===== config.mk =====
export PLATFORM = sky130hd
export DESIGN_NAME = signed_int_divider
export DESIGN_NICKNAME = d
export VERILOG_FILES = /design/src/design/sdiv_pkg.sv /design/src/design/sdiv_ctrl.sv /design/src/design/sdiv_dp.sv /design/src/design/signed_int_divider.sv
export SDC_FILE = /design/constraint.sdc
export NUM_CORES = 1
export LEC_CHECK = 0
export BUFFER_PORTS_ARGS = -buffer_cell sky130_fd_sc_hd__clkbuf_2
export CAP_MARGIN = 20
export CORE_AREA = 2 2 204 106
export DETAILED_ROUTE_END_ITERATION = 10
export DIE_AREA = 0 0 206 108
export MAX_ROUTING_LAYER = met4
export PLACE_DENSITY = 0.69
export REMOVE_ABC_BUFFERS = 1
export SETUP_SLACK_MARGIN = 0.02
export SLEW_MARGIN = 20
export SYNTH_ARGS = -nofsm -noshare
export SYNTH_HDL_FRONTEND = slang
export SYNTH_SLANG_ARGS = --single-unit

===== constraint.sdc =====
create_clock -name clk -period 3.97 [get_ports clk]
set_clock_uncertainty 0.05 [all_clocks]
set_input_delay 0.794 -clock clk [delete_from_list [all_inputs] [get_ports clk]]
set_output_delay 0.794 -clock clk [all_outputs]
set_load 0.02 [all_outputs]

===== src/design/sdiv_pkg.sv =====
// shared types and constants for the signed integer divider
// no dependencies
`timescale 1ns / 1ps

package sdiv_pkg;

  localparam int DATA_WIDTH_DEF = 32;

  typedef enum logic [1:0] {
    S_IDLE,
    S_CALC,
    S_FIX
  } sdiv_state_t;

  // commands from the controller to the datapath
  typedef struct packed {
    logic load;
    logic step;
    logic finish;
  } sdiv_cmd_t;

  // status from the datapath to the controller
  typedef struct packed {
    logic last_step;
    logic out_free;
  } sdiv_sts_t;

endpackage


===== src/design/sdiv_ctrl.sv =====
// controller state machine for the signed integer divider
// depends on sdiv_pkg
`timescale 1ns / 1ps

module sdiv_ctrl
  import sdiv_pkg::*;
(
  input  logic       clk,
  input  logic       rst_n,
  input  logic       in_valid,
  output logic       in_ready,
  output sdiv_cmd_t  cmd,
  input  sdiv_sts_t  sts
);

  sdiv_state_t state_r;
  sdiv_state_t state_nxt;

  always_ff @(posedge clk) begin
    if (!rst_n) begin
      state_r <= S_IDLE;
    end else begin
      state_r <= state_nxt;
    end
  end

  always_comb begin
    state_nxt = state_r;
    case (state_r)
      S_IDLE: begin
        if (in_valid) begin
          state_nxt = S_CALC;
        end
      end
      S_CALC: begin
        if (sts.last_step) begin
          state_nxt = S_FIX;
        end
      end
      S_FIX: begin
        if (sts.out_free) begin
          state_nxt = S_IDLE;
        end
      end
      default: begin
        state_nxt = S_IDLE;
      end
    endcase
  end

  always_comb begin
    in_ready   = 1'b0;
    cmd.load   = 1'b0;
    cmd.step   = 1'b0;
    cmd.finish = 1'b0;
    case (state_r)
      S_IDLE: begin
        // no transaction is taken while in reset
        in_ready = rst_n;
        cmd.load = in_valid & rst_n;
      end
      S_CALC: begin
        cmd.step = 1'b1;
      end
      S_FIX: begin
        cmd.finish = sts.out_free;
      end
      default: begin
        in_ready = 1'b0;
      end
    endcase
  end

  // at most one command per cycle
  a_cmd_onehot: assert property (@(posedge clk) disable iff (!rst_n)
    $onehot0({cmd.load, cmd.step, cmd.finish}))
    else $error("sdiv_ctrl: more than one command");

  // a loaded transaction always goes into the iteration phase
  a_load_calc: assert property (@(posedge clk) disable iff (!rst_n)
    cmd.load |=> (state_r == S_CALC))
    else $error("sdiv_ctrl: load not followed by iteration");

  // the last iteration hands over to the result write
  a_last_fix: assert property (@(posedge clk) disable iff (!rst_n)
    (cmd.step && sts.last_step) |=> (state_r == S_FIX))
    else $error("sdiv_ctrl: last step did not reach fix-up");

endmodule


===== src/design/sdiv_dp.sv =====
// datapath for the signed integer divider: magnitudes, restoring iteration,
// sign fix-up and output register; depends on sdiv_pkg
`timescale 1ns / 1ps

module sdiv_dp
  import sdiv_pkg::*;
#(
  parameter int DATA_WIDTH = DATA_WIDTH_DEF
) (
  input  logic                         clk,
  input  logic                         rst_n,
  input  logic signed [DATA_WIDTH-1:0] in_dividend,
  input  logic signed [DATA_WIDTH-1:0] in_divisor,
  input  sdiv_cmd_t                    cmd,
  output sdiv_sts_t                    sts,
  output logic                         out_valid,
  input  logic                         out_ready,
  output logic signed [DATA_WIDTH-1:0] out_quotient
);

  localparam int CW = $clog2(DATA_WIDTH);

  logic [DATA_WIDTH-1:0] a_u;
  logic [DATA_WIDTH-1:0] b_u;
  logic [DATA_WIDTH-1:0] a_mag;
  logic [DATA_WIDTH-1:0] b_mag;

  // num_r shifts dividend bits out at the top and quotient bits in at the bottom
  logic [DATA_WIDTH-1:0] num_r;
  logic [DATA_WIDTH-1:0] den_r;
  logic [DATA_WIDTH-1:0] rem_r;
  logic [CW-1:0]         cnt_r;
  logic                  neg_r;
  logic                  dzero_r;

  logic [DATA_WIDTH:0]   rem_sh;
  logic [DATA_WIDTH:0]   diff;
  logic                  q_bit;

  logic [DATA_WIDTH-1:0] result;
  logic [DATA_WIDTH-1:0] out_q_r;
  logic                  out_valid_r;

  assign a_u   = in_dividend;
  assign b_u   = in_divisor;
  assign a_mag = a_u[DATA_WIDTH-1] ? (~a_u + 1'b1) : a_u;
  assign b_mag = b_u[DATA_WIDTH-1] ? (~b_u + 1'b1) : b_u;

  assign rem_sh = {rem_r, num_r[DATA_WIDTH-1]};
  assign diff   = rem_sh - {1'b0, den_r};
  assign q_bit  = ~diff[DATA_WIDTH];

  always_ff @(posedge clk) begin
    if (cmd.load) begin
      num_r   <= a_mag;
      den_r   <= b_mag;
      rem_r   <= '0;
      cnt_r   <= CW'(DATA_WIDTH - 1);
      neg_r   <= a_u[DATA_WIDTH-1] ^ b_u[DATA_WIDTH-1];
      dzero_r <= (b_u == '0);
    end else if (cmd.step) begin
      num_r <= {num_r[DATA_WIDTH-2:0], q_bit};
      rem_r <= q_bit ? diff[DATA_WIDTH-1:0] : rem_sh[DATA_WIDTH-1:0];
      cnt_r <= cnt_r - 1'b1;
    end
  end

  // sign fix-up, zero divisor and overflow saturation
  always_comb begin
    if (dzero_r) begin
      result = '0;
    end else if (neg_r) begin
      result = ~num_r + 1'b1;
    end else if (num_r[DATA_WIDTH-1]) begin
      result = {1'b0, {(DATA_WIDTH-1){1'b1}}};
    end else begin
      result = num_r;
    end
  end

  always_ff @(posedge clk) begin
    if (!rst_n) begin
      out_valid_r <= 1'b0;
    end else if (cmd.finish) begin
      out_valid_r <= 1'b1;
    end else if (out_ready) begin
      out_valid_r <= 1'b0;
    end
  end

  always_ff @(posedge clk) begin
    if (cmd.finish) begin
      out_q_r <= result;
    end
  end

  assign sts.last_step = (cnt_r == '0);
  assign sts.out_free  = ~out_valid_r | out_ready;
  assign out_valid     = out_valid_r;
  assign out_quotient  = out_q_r;

  // a new result never overwrites one that has not been taken
  a_no_overwrite: assert property (@(posedge clk) disable iff (!rst_n)
    cmd.finish |-> (!out_valid_r || out_ready))
    else $error("sdiv_dp: result overwritten");

  // a waiting result holds its value until taken
  a_out_hold: assert property (@(posedge clk) disable iff (!rst_n)
    (out_valid_r && !out_ready) |=> (out_valid_r && $stable(out_q_r)))
    else $error("sdiv_dp: pending result changed");

endmodule


===== src/design/signed_int_divider.sv =====
// signed integer divider, quotient truncated toward zero
// a new transaction is accepted only in idle, after the previous result is written;
// the radix-2 loop retires one quotient bit per cycle in the shared subtractor
// reset: rst_n synchronous active low, returns the controller to idle and
// empties the output register; depends on sdiv_pkg, sdiv_ctrl, sdiv_dp
`timescale 1ns / 1ps

module signed_int_divider
  import sdiv_pkg::*;
#(
  parameter int DATA_WIDTH = DATA_WIDTH_DEF
) (
  input  logic                         clk,
  input  logic                         rst_n,
  // input channel: one transaction carries dividend and divisor
  input  logic                         in_valid,
  output logic                         in_ready,
  input  logic signed [DATA_WIDTH-1:0] in_dividend,
  input  logic signed [DATA_WIDTH-1:0] in_divisor,
  // result channel: one quotient per input transaction
  output logic                         out_valid,
  input  logic                         out_ready,
  output logic signed [DATA_WIDTH-1:0] out_quotient
);

  sdiv_cmd_t cmd;
  sdiv_sts_t sts;

  // controller: idle -> iterate over the quotient bits -> write result register,
  // then idle again so the next transaction can enter while the result waits
  sdiv_ctrl u_ctrl (
    .clk      (clk),
    .rst_n    (rst_n),
    .in_valid (in_valid),
    .in_ready (in_ready),
    .cmd      (cmd),
    .sts      (sts)
  );

  // datapath: operand magnitudes, restoring division, sign and special cases
  sdiv_dp #(
    .DATA_WIDTH (DATA_WIDTH)
  ) u_dp (
    .clk          (clk),
    .rst_n        (rst_n),
    .in_dividend  (in_dividend),
    .in_divisor   (in_divisor),
    .cmd          (cmd),
    .sts          (sts),
    .out_valid    (out_valid),
    .out_ready    (out_ready),
    .out_quotient (out_quotient)
  );

endmodule

; ---- Word-level counts from Yosys, hierarchy flattened
; Cells that the tools add are included.
; W data, S select, Z words.
[totals]
reg_bits = 138
inputBits = 68
output_inout_bits = 34
word_cells = 51
[op_classes]
addsub = 5
eq_ne = 5
muxes = 17
bitwise = 8
reduce_logical = 6
[op_table]
columns = op, count
row1 = $mux W32, 5
row2 = $add A32 B1 Y32 const B, 3
row3 = $not A32 Y32, 3
row4 = $mux W31, 2
row5 = $sub A33 B32 Y33, 1
row6 = $logic_not A32 Y1, 1
row7 = $mux W1, 6
row8 = $mux W2, 3
row9 = $pmux W2 S3, 1
row10 = $logic_not A5 Y1, 1
row11 = $sub A5 B1 Y5 const B, 1
row12 = $ne A2 B2 Y1 const B, 2
row13 = $reduce_bool A2 Y1, 2
row14 = $reduce_and A3 Y1, 1
row15 = $eq A2 B1 Y1 const B, 1
row16 = $eq A2 B2 Y1 const B, 1
row17 = $logic_not A2 Y1, 1
row18 = $ne A2 B1 Y1 const B, 1
row19 = $not A1 Y1, 2
row20 = $and A1 B1 Y1, 1
row21 = $or A1 B1 Y1, 1
row22 = $xor A1 B1 Y1, 1

; ---- Logic depth before layout (Yosys ltp)
; Gate-level depths: netlist (run 1).
[depth]
depth_word = 4
depth_mapped = 14
mapped_depth_nobuf = 12

; ---- By module
; Synthesis (run 1) repeated with hierarchy kept, for this count alone.
[unflattened]
hier_cells = 968
hier_area_um2 = 9036.2
[modules_own_cells]
columns = module, instances, cells_each, area_each_um2
row1 = sdiv_dp, 1, 955, 8903.5
row2 = sdiv_ctrl, 1, 13, 132.6

; ---- Least setup slack after synthesis (run 1)
; No wires, ideal clock.
[synth_timing]
path_kind = input to register
startpoint = input rst_n
endpoint = register u_dp.num_r[0] (enable)
setup_ps = 387
arrival_time_ps = 3486
required_time_ps = 3533
path_slack_ps = 47
cell_stages = 6
cell_sequence = nor3b_1 nand2_1 inv_1 nor2_1 clkbuf_1 inv_1
[synth_lines]
columns = item, line
row1 = from (decl), signed_int_divider.sv:14  ; input logic rst_n,
row2 = to (signal assigned), sdiv_dp.sv:55  ; num_r <= a_mag;
row3 = to (signal assigned), sdiv_dp.sv:62  ; num_r <= {num_r[DATA_WIDTH-2:0], q_bit};
row4 = to (decl), sdiv_dp.sv:29  ; logic [DATA_WIDTH-1:0] num_r;

; ---- Worst setup path in the final report (run 1)
[layout_timing]
startpoint = register u_dp.num_r[31]
endpoint = register u_dp.rem_r[31]
[layout_between]
elab_chain_cells = 2
[layout_rtl]
columns = item, line
row1 = $sub A33 B32 Y33, sdiv_dp.sv:50  ; assign diff = rem_sh - {1'b0, den_r};
row2 = $mux W32, sdiv_dp.sv:63  ; rem_r <= q_bit ? diff[DATA_WIDTH-1:0] : rem_sh[DATA_WIDTH-1:0];
row3 = to (signal assigned), sdiv_dp.sv:63
row4 = to (decl), sdiv_dp.sv:31  ; logic [DATA_WIDTH-1:0] rem_r;
; Every way passes these cells.
; A chain may end at the register's enable or synchronous reset.

==> results of run 1 <==
==> final cells by class <==
| class | count | area, um^2 |
|---|---|---|
| fill | 1851 | 9940 |
| multi-input combinational | 763 | 4910 |
| sequential | 138 | 3740 |
| timing repair buffer | 109 | 578 |
| clock buffer | 20 | 447 |
| tap | 273 | 342 |
| inverter | 56 | 210 |
| clock inverter | 12 | 101 |
==> logic make-up after synthesis <==
| logic type | count (synthesis) |
|---|---|
| buffers and inverters | 105 |
| XOR/XNOR | 94 |
| flip-flops | 138 |
| adder cells (fa/ha/maj) | 38 |
| AO/OA/AOI/OAI | 284 |
| multiplexers | 17 |
| AND/OR/NAND/NOR | 330 |
==> power groups by stage <==
| stage | sequential [mW] | clock [mW] | combinational [mW] |
|---|---|---|---|
| 2_1_floorplan | 2.00 | 0 | 1.77 |
| 3_3_place_gp | 2.05 | 0 | 2.21 |
| 6_report | 2.04 | 1.51 | 2.29 |
| 3_5_place_dp | 2.06 | 0 | 2.26 |
| 5_1_grt | 2.07 | 1.58 | 2.58 |
| 4_1_cts | 2.03 | 1.53 | 2.28 |
==> through the flow <==
stage / power (mW) / area [um^2] / worst slack, ns / hold slack [ns] / utilization
global placement: 4.25 / 9780 / 0.504 / 0.416 / 0.482
detailed placement: 4.32 / 9780 / 0.464 / 0.426 / 0.482
floorplan: 3.77 / 8840 / -1.37 / 0.398 / -
finish: 5.84 / 10300 / 0.548 / 0.431 / 0.510
CTS: 5.84 / 10300 / 0.611 / 0.435 / 0.509
global route: 6.23 / 10300 / 0.341 / 0.459 / 0.510
==> critical path, cell delays in order, from the launching register on <==
cell	delay, ns
edfxtp_1	0.41
inv_1	0.12
ha_1	0.23
fa_1	0.40
nand2b_1	0.19
a21oi_1	0.21
o21ai_1	0.20
o211ai_1	0.22
buf_4	0.16
a31oi_1	0.12
xnor2_2	0.19
buf_12	0.26
nand2_1	0.29
o21ai_0	0.25
==> flip-flops by register name, indices dropped and copies added, names as in the netlist <==
signal,cells
u_dp.dzero_r,1
u_dp.out_valid,1
u_dp.den_r,32
u_dp.out_quotient,32
u_dp.neg_r,1
u_ctrl.state_r,2
u_dp.num_r,32
u_dp.cnt_r,5
u_dp.rem_r,32
==> cells in the mapped netlist (16+ instances only) <==
cell / count
a21o_1: 16
a21oi_1: 52
a311oi_1: 16
clkbuf_1: 43
dfxtp_1: 40
edfxtp_1: 98
ha_1: 37
inv_1: 56
mux2i_1: 17
nand2_1: 132
nor2_1: 71
nor3_1: 18
o21ai_0: 103
o31ai_1: 20
or3_1: 17
xnor2_1: 55
xor2_1: 39
==> routing by layer <==
metal | up-vias | part of all wire
li1 | 3816 | -
met1 | 3646 | 0.45
met2 | 222 | 0.48
met3 | 25 | 0.050
met4 | 0 | 0.012
met5 | - | 0
==> how the worst min path moves through the flow <==
stage / from / end / slack [ns] / cells after the start
global route: u_dp.rem_r[14]$_SDFFE_PP0P_ / u_dp.rem_r[14]$_SDFFE_PP0P_ / 0.46 / 2
finish: u_dp.rem_r[11]$_SDFFE_PP0P_ / u_dp.rem_r[11]$_SDFFE_PP0P_ / 0.43 / 2
floorplan: u_dp.rem_r[13]$_SDFFE_PP0P_ / u_dp.rem_r[13]$_SDFFE_PP0P_ / 0.40 / 2
detailed placement: u_dp.rem_r[11]$_SDFFE_PP0P_ / u_dp.rem_r[11]$_SDFFE_PP0P_ / 0.43 / 2
CTS: u_dp.rem_r[11]$_SDFFE_PP0P_ / u_dp.rem_r[11]$_SDFFE_PP0P_ / 0.43 / 2
global placement: u_dp.rem_r[4]$_SDFFE_PP0P_ / u_dp.rem_r[4]$_SDFFE_PP0P_ / 0.42 / 2
==> impl_metrics.tcl, run 1 <==
set metrics [dict create \
    power.share.sequential 0.349 \
    layoutNonFillerInstCount 1371 \
    final_cell_mix "nand2_1, o21ai_0, clkbuf_2" \
    synth_top_cell_by_area "edfxtp_1" \
    die_x_um 206 \
    cap_violations 0 \
    synth_top_family_by_area "compound AO/OA/AOI/OAI gates" \
    tns_ns 0 \
    io_pins 102 \
    hold_violations 0 \
    core.rowCount 37 \
    layout-drive-gt1-share 0.150 \
    post_cts_resized 0 \
    critPathArrivalTime_ns 3.71 \
    via_per_inst 5.62 \
    synthCells 1006 \
    setup_violations 0 \
    fin_crit_ns 3.42 \
    grt.busiest_layer "met2" \
    drc 0 \
    core_um2 20300 \
    synthAdderAreaFrac 0.0535 \
    critical_path_class "flip-flop to flip-flop" \
    synth_area_leaders "edfxtp_1, dfxtp_1, o21ai_0" \
    start_util 0.445 \
    die_area_um2 22200 \
    period_share 0.862 \
    synthSimpleGateAreaFrac 0.178 \
    use_met2 0.345 \
    tightestPinTransition_ns 1.02 \
    synth-xor-area-share 0.0912 \
    die_h_um 108 \
    synth_edf_count 98 \
    postCtsSetupRepairBufs 0 \
    p_per_area_nw_per_um2 565 \
    grt_max_degree 69 \
    worst_setup_path_end_kind "flip-flop" \
    intPower_mw 3.68 \
    crit_fanout 39 \
    status "complete, no violations" \
    power.leakage_nw 4.11 \
    ys_seq_area_frac 0.415 \
    syn2layout_area_growth_pct 14.4 \
    layout.nets 1191 \
    slew_viol_final 0 \
    synth-compound-area-share 0.200 \
    grt_overflow_total 0 \
    p_sw_frac 0.370 \
    antenna_found_initial 0 \
    async_flop_share 0 \
    antenna_left 0 \
    gp_congestion 0.941 \
    cts_tree "yes" \
    synth_flop_cell "edfxtp_1" \
    htree_levels 4 \
    first_iter_violations 569 \
    insertion_delay_ns 0.43 \
    p_comb_frac 0.393 \
    r2r_start "u_dp.num_r[31]$_DFFE_PP_" \
    max_freq_mhz 292 \
    hold_buffers 0 \
    grt_setup_unrepaired "false" \
    yosys.area.top_type_share 0.326 \
    hp-class "flip-flop to flip-flop" \
    globalRouteMet3Util 0.0380 \
    final_common_cell "nand2_1" \
    yosysUniqueCellTypes 61 \
    dp_hpwl_um 15400 \
    wire_per_inst_um 15.9 \
    synth.area.mux_share 0.0188 \
    reg2reg_slack_ns 0.55 \
    synth_area_um2 9030 \
    crit_end "u_dp.rem_r[31]$_SDFFE_PP0P_" \
    max_slew_margin 0.317 \
    clkPwrFrac 0.258 \
    worstRegToRegCells 13 \
    firstDrtPassIters 5 \
    netSwitchingPower_mw 2.16 \
    grt_usage 0.207 \
    clk_path_buf_depth 2 \
    vias 7709 \
    numCtsBuffers 17 \
    cts-root-buf "clkbuf_16" \
    ys.warnings.count 0 \
    crit_required_ns 4.26 \
    first_global_vias 7152 \
    clkTransAtPathRegs_ns 0.06 \
    grt_util_met1 0.262 \
    routed_wirelength_um 21800 \
    diodes 0 \
    dp_cells 1339 \
    critPathLaunchType "flip-flop" \
    clock-sinks 138 \
    ys_ff_latch 138 \
    io_buffers 101 \
    startpoint "u_dp.num_r[31]$_DFFE_PP_" \
    ir_worst_vdd_mv 0.372 \
    reg2reg_to "u_dp.rem_r[31]$_SDFFE_PP0P_" \
    avgSynthCellArea_um2 8.98 \
    grt_pass1_wl_um 35300 \
]
Power figures use the tool's default switching activity.
==> inputs of run 2 (changes only) <==
--- a/config.mk
+++ b/config.mk
@@ -5,11 +5,12 @@
 export SDC_FILE = /design/constraint.sdc
 export NUM_CORES = 1
 export LEC_CHECK = 0
+export ABC_AREA = 1
 export BUFFER_PORTS_ARGS = -buffer_cell sky130_fd_sc_hd__clkbuf_2
 export CAP_MARGIN = 20
-export CORE_AREA = 2 2 204 106
+export CORE_AREA = 2 2 219 113
 export DETAILED_ROUTE_END_ITERATION = 10
-export DIE_AREA = 0 0 206 108
+export DIE_AREA = 0 0 221 115
 export MAX_ROUTING_LAYER = met4
 export PLACE_DENSITY = 0.69
 export REMOVE_ABC_BUFFERS = 1
==> run 2 against run 1 <==
Against the previous run: register-to-register slack improved by 0.47 ns; critical path type unchanged; sequential share of layout area decreased by 4.6 points; area after synthesis increased by 16%; sequential power increased by 2%; highest routed layer unchanged.
==> impl_metrics.tcl, run 2 <==
set metrics [dict create \
    status "complete, no violations" \
    htree_levels 4 \
    synth_area_leaders "edfxtp_1, nand2_1, inv_1" \
    hold_buffers 0 \
    crit_required_ns 4.24 \
    vias 10300 \
    drc 0 \
    yosysMostFrequentCell "nand2_1" \
    reg2reg_to "u_dp.rem_r[17]$_SDFFE_PP0P_" \
    critical_path_class "flip-flop to flip-flop" \
    clkTransAtPathRegs_ns 0.06 \
    power.leakage_nw 6.00 \
    die_x_um 221 \
    first_iter_violations 1459 \
    core_um2 23600 \
    start_util 0.444 \
    worstRegToRegCells 14 \
    io_buffers 101 \
    ys_ff_latch 138 \
    post_cts_resized 0 \
    firstDrtPassIters 6 \
    synth_edf_count 98 \
    final_util 0.502 \
    first_global_vias 8832 \
    die_h_um 115 \
    cts_tree "yes" \
    wire_per_inst_um 16.8 \
    r2r_start "u_dp.den_r[25]$_DFFE_PP_" \
    p_total_mw 7.15 \
    ir_worst_vdd_mv 0.403 \
    cts-root-buf "clkbuf_16" \
    avgSynthCellArea_um2 6.73 \
    core.rowCount 40 \
    use_met2 0.277 \
    grt.busiest_layer "met1" \
    gp_congestion 0.994 \
    final.setup.worst_slack_ns 1.01 \
    critPathArrivalTime_ns 3.22 \
    numCtsBuffers 17 \
    crit_fanout 33 \
    antenna_found_initial 0 \
    netlist_top_cells_count "nand2_1, inv_1, nor2_1, nand3_1, edfxtp_1" \
    slew_viol_final 0 \
    hp-class "flip-flop to flip-flop" \
    hp-start "u_dp.rem_r[6]$_SDFFE_PP0P_" \
    io_pins 102 \
    synth_area_um2 10500 \
    tns_ns 0 \
    min_path_cells 2 \
    clk_path_buf_depth 2 \
    postCtsSetupRepairBufs 0 \
    reg2reg_slack_ns 1.01 \
    period_share 0.745 \
    async_flop_share 0 \
    max_slew_margin 0.281 \
    critPathLaunchType "flip-flop" \
    antenna_left 0 \
    whs_ns 0.417 \
    syn2layout_area_growth_pct 13.2 \
    yosys.area.top_type_share 0.281 \
    final_cell_mix "nand2_1, inv_1, nor2_1" \
    grt_setup_unrepaired "false" \
    synthCells 1555 \
    diodes 0 \
    die_area_um2 25400 \
    dp_hpwl_um 26200 \
    grt_util_met1 0.436 \
    grt_max_degree 46 \
    grt_pass1_wl_um 50300 \
    yosysUniqueCellTypes 41 \
    hold_violations 0 \
    synth_top_cell_by_area "edfxtp_1" \
    fin_area_um2 11800 \
    globalRouteMet3Util 0.129 \
    p_per_area_nw_per_um2 604 \
    synth_flop_cell "edfxtp_1" \
    dp_cells 1945 \
    grt_usage 0.271 \
    max_freq_mhz 338 \
    ys.warnings.count 0 \
    min_to "u_dp.rem_r[6]$_SDFFE_PP0P_" \
    via_per_inst 5.22 \
    fin_crit_ns 2.96 \
    insertion_delay_ns 0.43 \
    layoutNonFillerInstCount 1977 \
    clock-sinks 138 \
    worst_setup_path_end_kind "flip-flop" \
    startpoint "u_dp.den_r[25]$_DFFE_PP_" \
    layout-drive-gt1-share 0.103 \
    layout.nets 1755 \
    place_ws_ns 1.16 \
    n_fill_cell 2343 \
    grt_overflow_total 0 \
    dpl-instance-area_um2 11300 \
    ys_seq_area_frac 0.358 \
    routed_wirelength_um 33200 \
    final_common_cell "nand2_1" \
    cap_violations 0 \
    setup_violations 0 \
    tightestPinTransition_ns 1.06 \
]
run 2: kinds of logic (layout without fill, tap and decap cells):
| kind of cell | count (synthesis) | count (layout) | share of synthesized area |
|---|---|---|---|
| flip-flops | 138 | 138 | 0.358 |
| adder cells (fa/ha/maj) | 38 | 38 | 0.0462 |
| AND/OR/NAND/NOR | 858 | 858 | 0.352 |
| buffers and inverters | 313 | 420 | 0.116 |
| AO/OA/AOI/OAI | 148 | 148 | 0.0785 |
| XOR/XNOR | 60 | 60 | 0.0502 |
run 2: final cells by class:
type	count	area, um^2	share of cell area
Clock buffer	18	429	0.0362
Sequential cell	138	3740	0.316
Inverter	277	1040	0.0878
Multi-Input combinational cell	1104	5520	0.466
Clock inverter	14	136	0.0115
Timing Repair Buffer	111	581	0.0490
Tap cell	315	394	0.0333
run 2: worst max-delay path, stage by stage, from the launching register on:
cell and delay [ns]:
edfxtp_1 0.38, inv_1 0.18, ha_1 0.35, nand2_1 0.10
nand2_1 0.07, nand2_1 0.06, nand2_1 0.11, nand2_1 0.09
nand2_1 0.06, a21oi_1 0.23, nand3_2 0.40, nand2_4 0.48
nand2_1 0.13, nand3_1 0.10, nand2_1 0.06
run 2: how the worst max path moves through the flow:
stage / endpoint / slack, ns / cells after the start
after floorplan: u_dp.num_r[0]$_DFFE_PP_ / -1.39 / 6
after detailed placement: u_dp.num_r[0]$_DFFE_PP_ / 1.16 / 15
after global placement: u_dp.num_r[0]$_DFFE_PP_ / 1.21 / 15
after CTS: u_dp.rem_r[17]$_SDFFE_PP0P_ / 1.12 / 14
after global routing: u_dp.rem_r[2]$_SDFFE_PP0P_ / 0.76 / 14
final: u_dp.rem_r[17]$_SDFFE_PP0P_ / 1.01 / 14
run 2: where the power goes:
group / internal (mW) / leakage [nW] / switching [mW]
sequential: 1.84 / 1.25 / 0.251
clock: 0.873 / 0.262 / 0.677
combinational: 1.12 / 4.49 / 2.38
total: 3.84 / 6.00 / 3.31
run 2: per-layer routing:
layer	vias up	wire length (um)
li1	5139	-
met1	4619	17600
met2	533	10200
met3	20	5300
met4	0	172
met5	-	0
==> inputs of run 3 (changes only) <==
--- a/config.mk
+++ b/config.mk
@@ -12,7 +12,7 @@
 export DETAILED_ROUTE_END_ITERATION = 10
 export DIE_AREA = 0 0 221 115
 export MAX_ROUTING_LAYER = met4
-export PLACE_DENSITY = 0.69
+export PLACE_DENSITY = 0.71
 export REMOVE_ABC_BUFFERS = 1
 export SETUP_SLACK_MARGIN = 0.02
 export SLEW_MARGIN = 20
==> constraint.sdc (replaced) <==
create_clock -name clk -period 2.7 [get_ports clk]
set_clock_uncertainty 0.05 [all_clocks]
set_input_delay 0.54 -clock clk [delete_from_list [all_inputs] [get_ports clk]]
set_output_delay 0.54 -clock clk [all_outputs]
set_load 0.02 [all_outputs]
==> run 3 against run 2 <==
Against the previous run: die area unchanged; global-route usage fell by 0.51 points; sequential power grew 46%; non-clock buffer count grew 10; worst setup slack got worse by 0.84 ns; clock power grew 44%; utilization up 0.61 points; sequential share of layout area shrank 0.38 points; via count rose by 1.4%; register-to-register slack got worse by 0.84 ns; first-iteration DRC count down 14%; combinational power increased by 51%.
==> impl_metrics.tcl, run 3 (synthesized netlist as in run 2, its figures left out) <==
set metrics [dict create \
    ff_latch_area_um2 3740 \
    cts_tree "yes" \
    cts-root-buf "clkbuf_16" \
    reg2reg_to "u_dp.rem_r[13]$_SDFFE_PP0P_" \
    r2r_start "u_dp.den_r[6]$_DFFE_PP_" \
    grt_setup_unrepaired "false" \
    setup_violations 0 \
    reg2reg_slack_ns 0.17 \
    final_cell_mix "nand2_1, inv_1, nor2_1" \
    core.rowCount 40 \
    core_um2 23600 \
    layout.nets 1766 \
    clock-sinks 138 \
    dp_cells 1955 \
    htree_levels 4 \
    first_global_vias 8942 \
    antenna_found_initial 0 \
    insertion_delay_ns 0.43 \
    min_to "u_dp.out_valid$_SDFFE_PN0P_" \
    worst_setup_path_end_kind "flip-flop" \
    wire_per_inst_um 16.4 \
    diodes 0 \
    firstDrtPassIters 6 \
    p_per_area_nw_per_um2 883 \
    max_freq_mhz 395 \
    whs_ns 0.283 \
    antenna_left 0 \
    io_pins 102 \
    cap_violations 0 \
    fin_crit_ns 2.53 \
    io_buffers 101 \
    first_iter_violations 1256 \
    grt_overflow_total 0 \
    hold_buffers 0 \
    die_h_um 115 \
    start_util 0.444 \
    vias 10500 \
    syn2layout_area_growth_pct 14.5 \
    hp-class "input port to flip-flop" \
    ir_worst_vdd_mv 0.504 \
    critPathArrivalTime_ns 2.80 \
    min_path_cells 2 \
    routed_wirelength_um 32500 \
    grt_usage 0.266 \
    slew_viol_final 0 \
    gp_congestion 1.02 \
    multi_input_area_um2 5560 \
    critical_path_class "flip-flop to flip-flop" \
    layout-drive-gt1-share 0.111 \
    power.leakage_nw 6.07 \
    hold_violations 0 \
    grt_pass1_wl_um 50200 \
    crit_required_ns 2.97 \
    worstRegToRegCells 15 \
    status "complete, no violations" \
    die_x_um 221 \
    n_fill_cell 2303 \
    clk_path_buf_depth 2 \
    clkTransAtPathRegs_ns 0.06 \
    hp-start "rst_n" \
    drc 0 \
    max_slew_margin 0.517 \
    dp_hpwl_um 25700 \
    die_area_um2 25400 \
    crit_fanout 16 \
    period_share 0.937 \
    grt_max_degree 45 \
    tightestPinTransition_ns 0.723 \
    final_common_cell "nand2_1" \
    numCtsBuffers 17 \
    critPathLaunchType "flip-flop" \
    layoutNonFillerInstCount 1988 \
    via_per_inst 5.26 \
]
[run 3: changes by cell type in the layout (fill, tap and decap cells not counted), sizes merged]
cell | before | now
clkbuf | 119 | 120
buf | 10 | 20
clkinvlp | 5 | 4
nand2 | 504 | 505
clkinv | 5 | 6
inv | 280 | 279
[run 3: stage by stage]
| step | worst slack (ns) | util | setup TNS [ns] | instance area [um^2] | total power, mW |
|---|---|---|---|---|---|
| after CTS | 0.103 | 0.505 | 0 | 11900 | 10.2 |
| after global placement | 0.119 | 0.482 | 0 | 11400 | 7.92 |
| final | 0.171 | 0.508 | 0 | 12000 | 10.6 |
| after floorplan | -2.41 | - | -155.17 | 10300 | 6.48 |
| after global routing | 0.0213 | 0.508 | 0 | 12000 | 11.3 |
| after detailed placement | 0.118 | 0.482 | 0 | 11400 | 8.00 |
[run 3: power breakdown]
group | switching (mW) | internal, mW | total (mW)
Sequential | 0.352 | 2.70 | 3.05
Clock | 0.958 | 1.27 | 2.23
Combinational | 3.53 | 1.76 | 5.29
Total | 4.84 | 5.74 | 10.6
[run 3: per-layer routing]
| metal | wire length (um) | up-vias | track usage | share of wire |
|---|---|---|---|---|
| met5 | 0 | - | - | 0 |
| met3 | 4860 | 18 | 0.0994 | 0.15 |
| li1 | - | 5158 | - | - |
| met1 | 17100 | 4660 | 0.435 | 0.52 |
| met2 | 10400 | 620 | 0.284 | 0.32 |
| met4 | 210 | 0 | 0.0470 | 0.0065 |
[run 3: worst max-delay path: stages (launching register included)]
cell	delay [ns]
edfxtp_1	0.37
inv_1	0.15
ha_1	0.31
nand2_1	0.19
inv_1	0.08
a21oi_1	0.18
nand2_2	0.11
nand2_1	0.08
nand2_2	0.07
nand2_2	0.09
nand2_1	0.09
nand2_4	0.18
buf_6	0.22
nand3b_1	0.10
nand3_1	0.09
nand2_1	0.05
[run 3: what timing repair did]
action | in CTS | in global routing
endpoints found under the setup margin | 0 | 33
buffers inserted | 0 | 0
resized for setup | 0 | 13
[run 3: how the worst max path moves through the flow]
stage                              from                     endpoint  slack [ns]
6_report        u_dp.den_r[6]$_DFFE_PP_  u_dp.rem_r[13]$_SDFFE_PP0P_        0.17
4_1_cts        u_dp.num_r[31]$_DFFE_PP_  u_dp.rem_r[21]$_SDFFE_PP0P_        0.10
3_3_place_gp              in_divisor[0]     u_dp.den_r[27]$_DFFE_PP_        0.12
5_1_grt        u_dp.den_r[21]$_DFFE_PP_   u_dp.rem_r[8]$_SDFFE_PP0P_        0.02
3_5_place_dp              in_divisor[0]     u_dp.den_r[27]$_DFFE_PP_        0.12
2_1_floorplan                     rst_n      u_dp.num_r[0]$_DFFE_PP_       -2.41
[run 3: final cells by class]
class                           instances  area share
Clock buffer                           19      0.0361
Clock inverter                         13     0.00992
Inverter                              277      0.0868
Multi-Input combinational cell       1105       0.464
Sequential cell                       138       0.312
Tap cell                              315      0.0329
Timing Repair Buffer                  121      0.0576
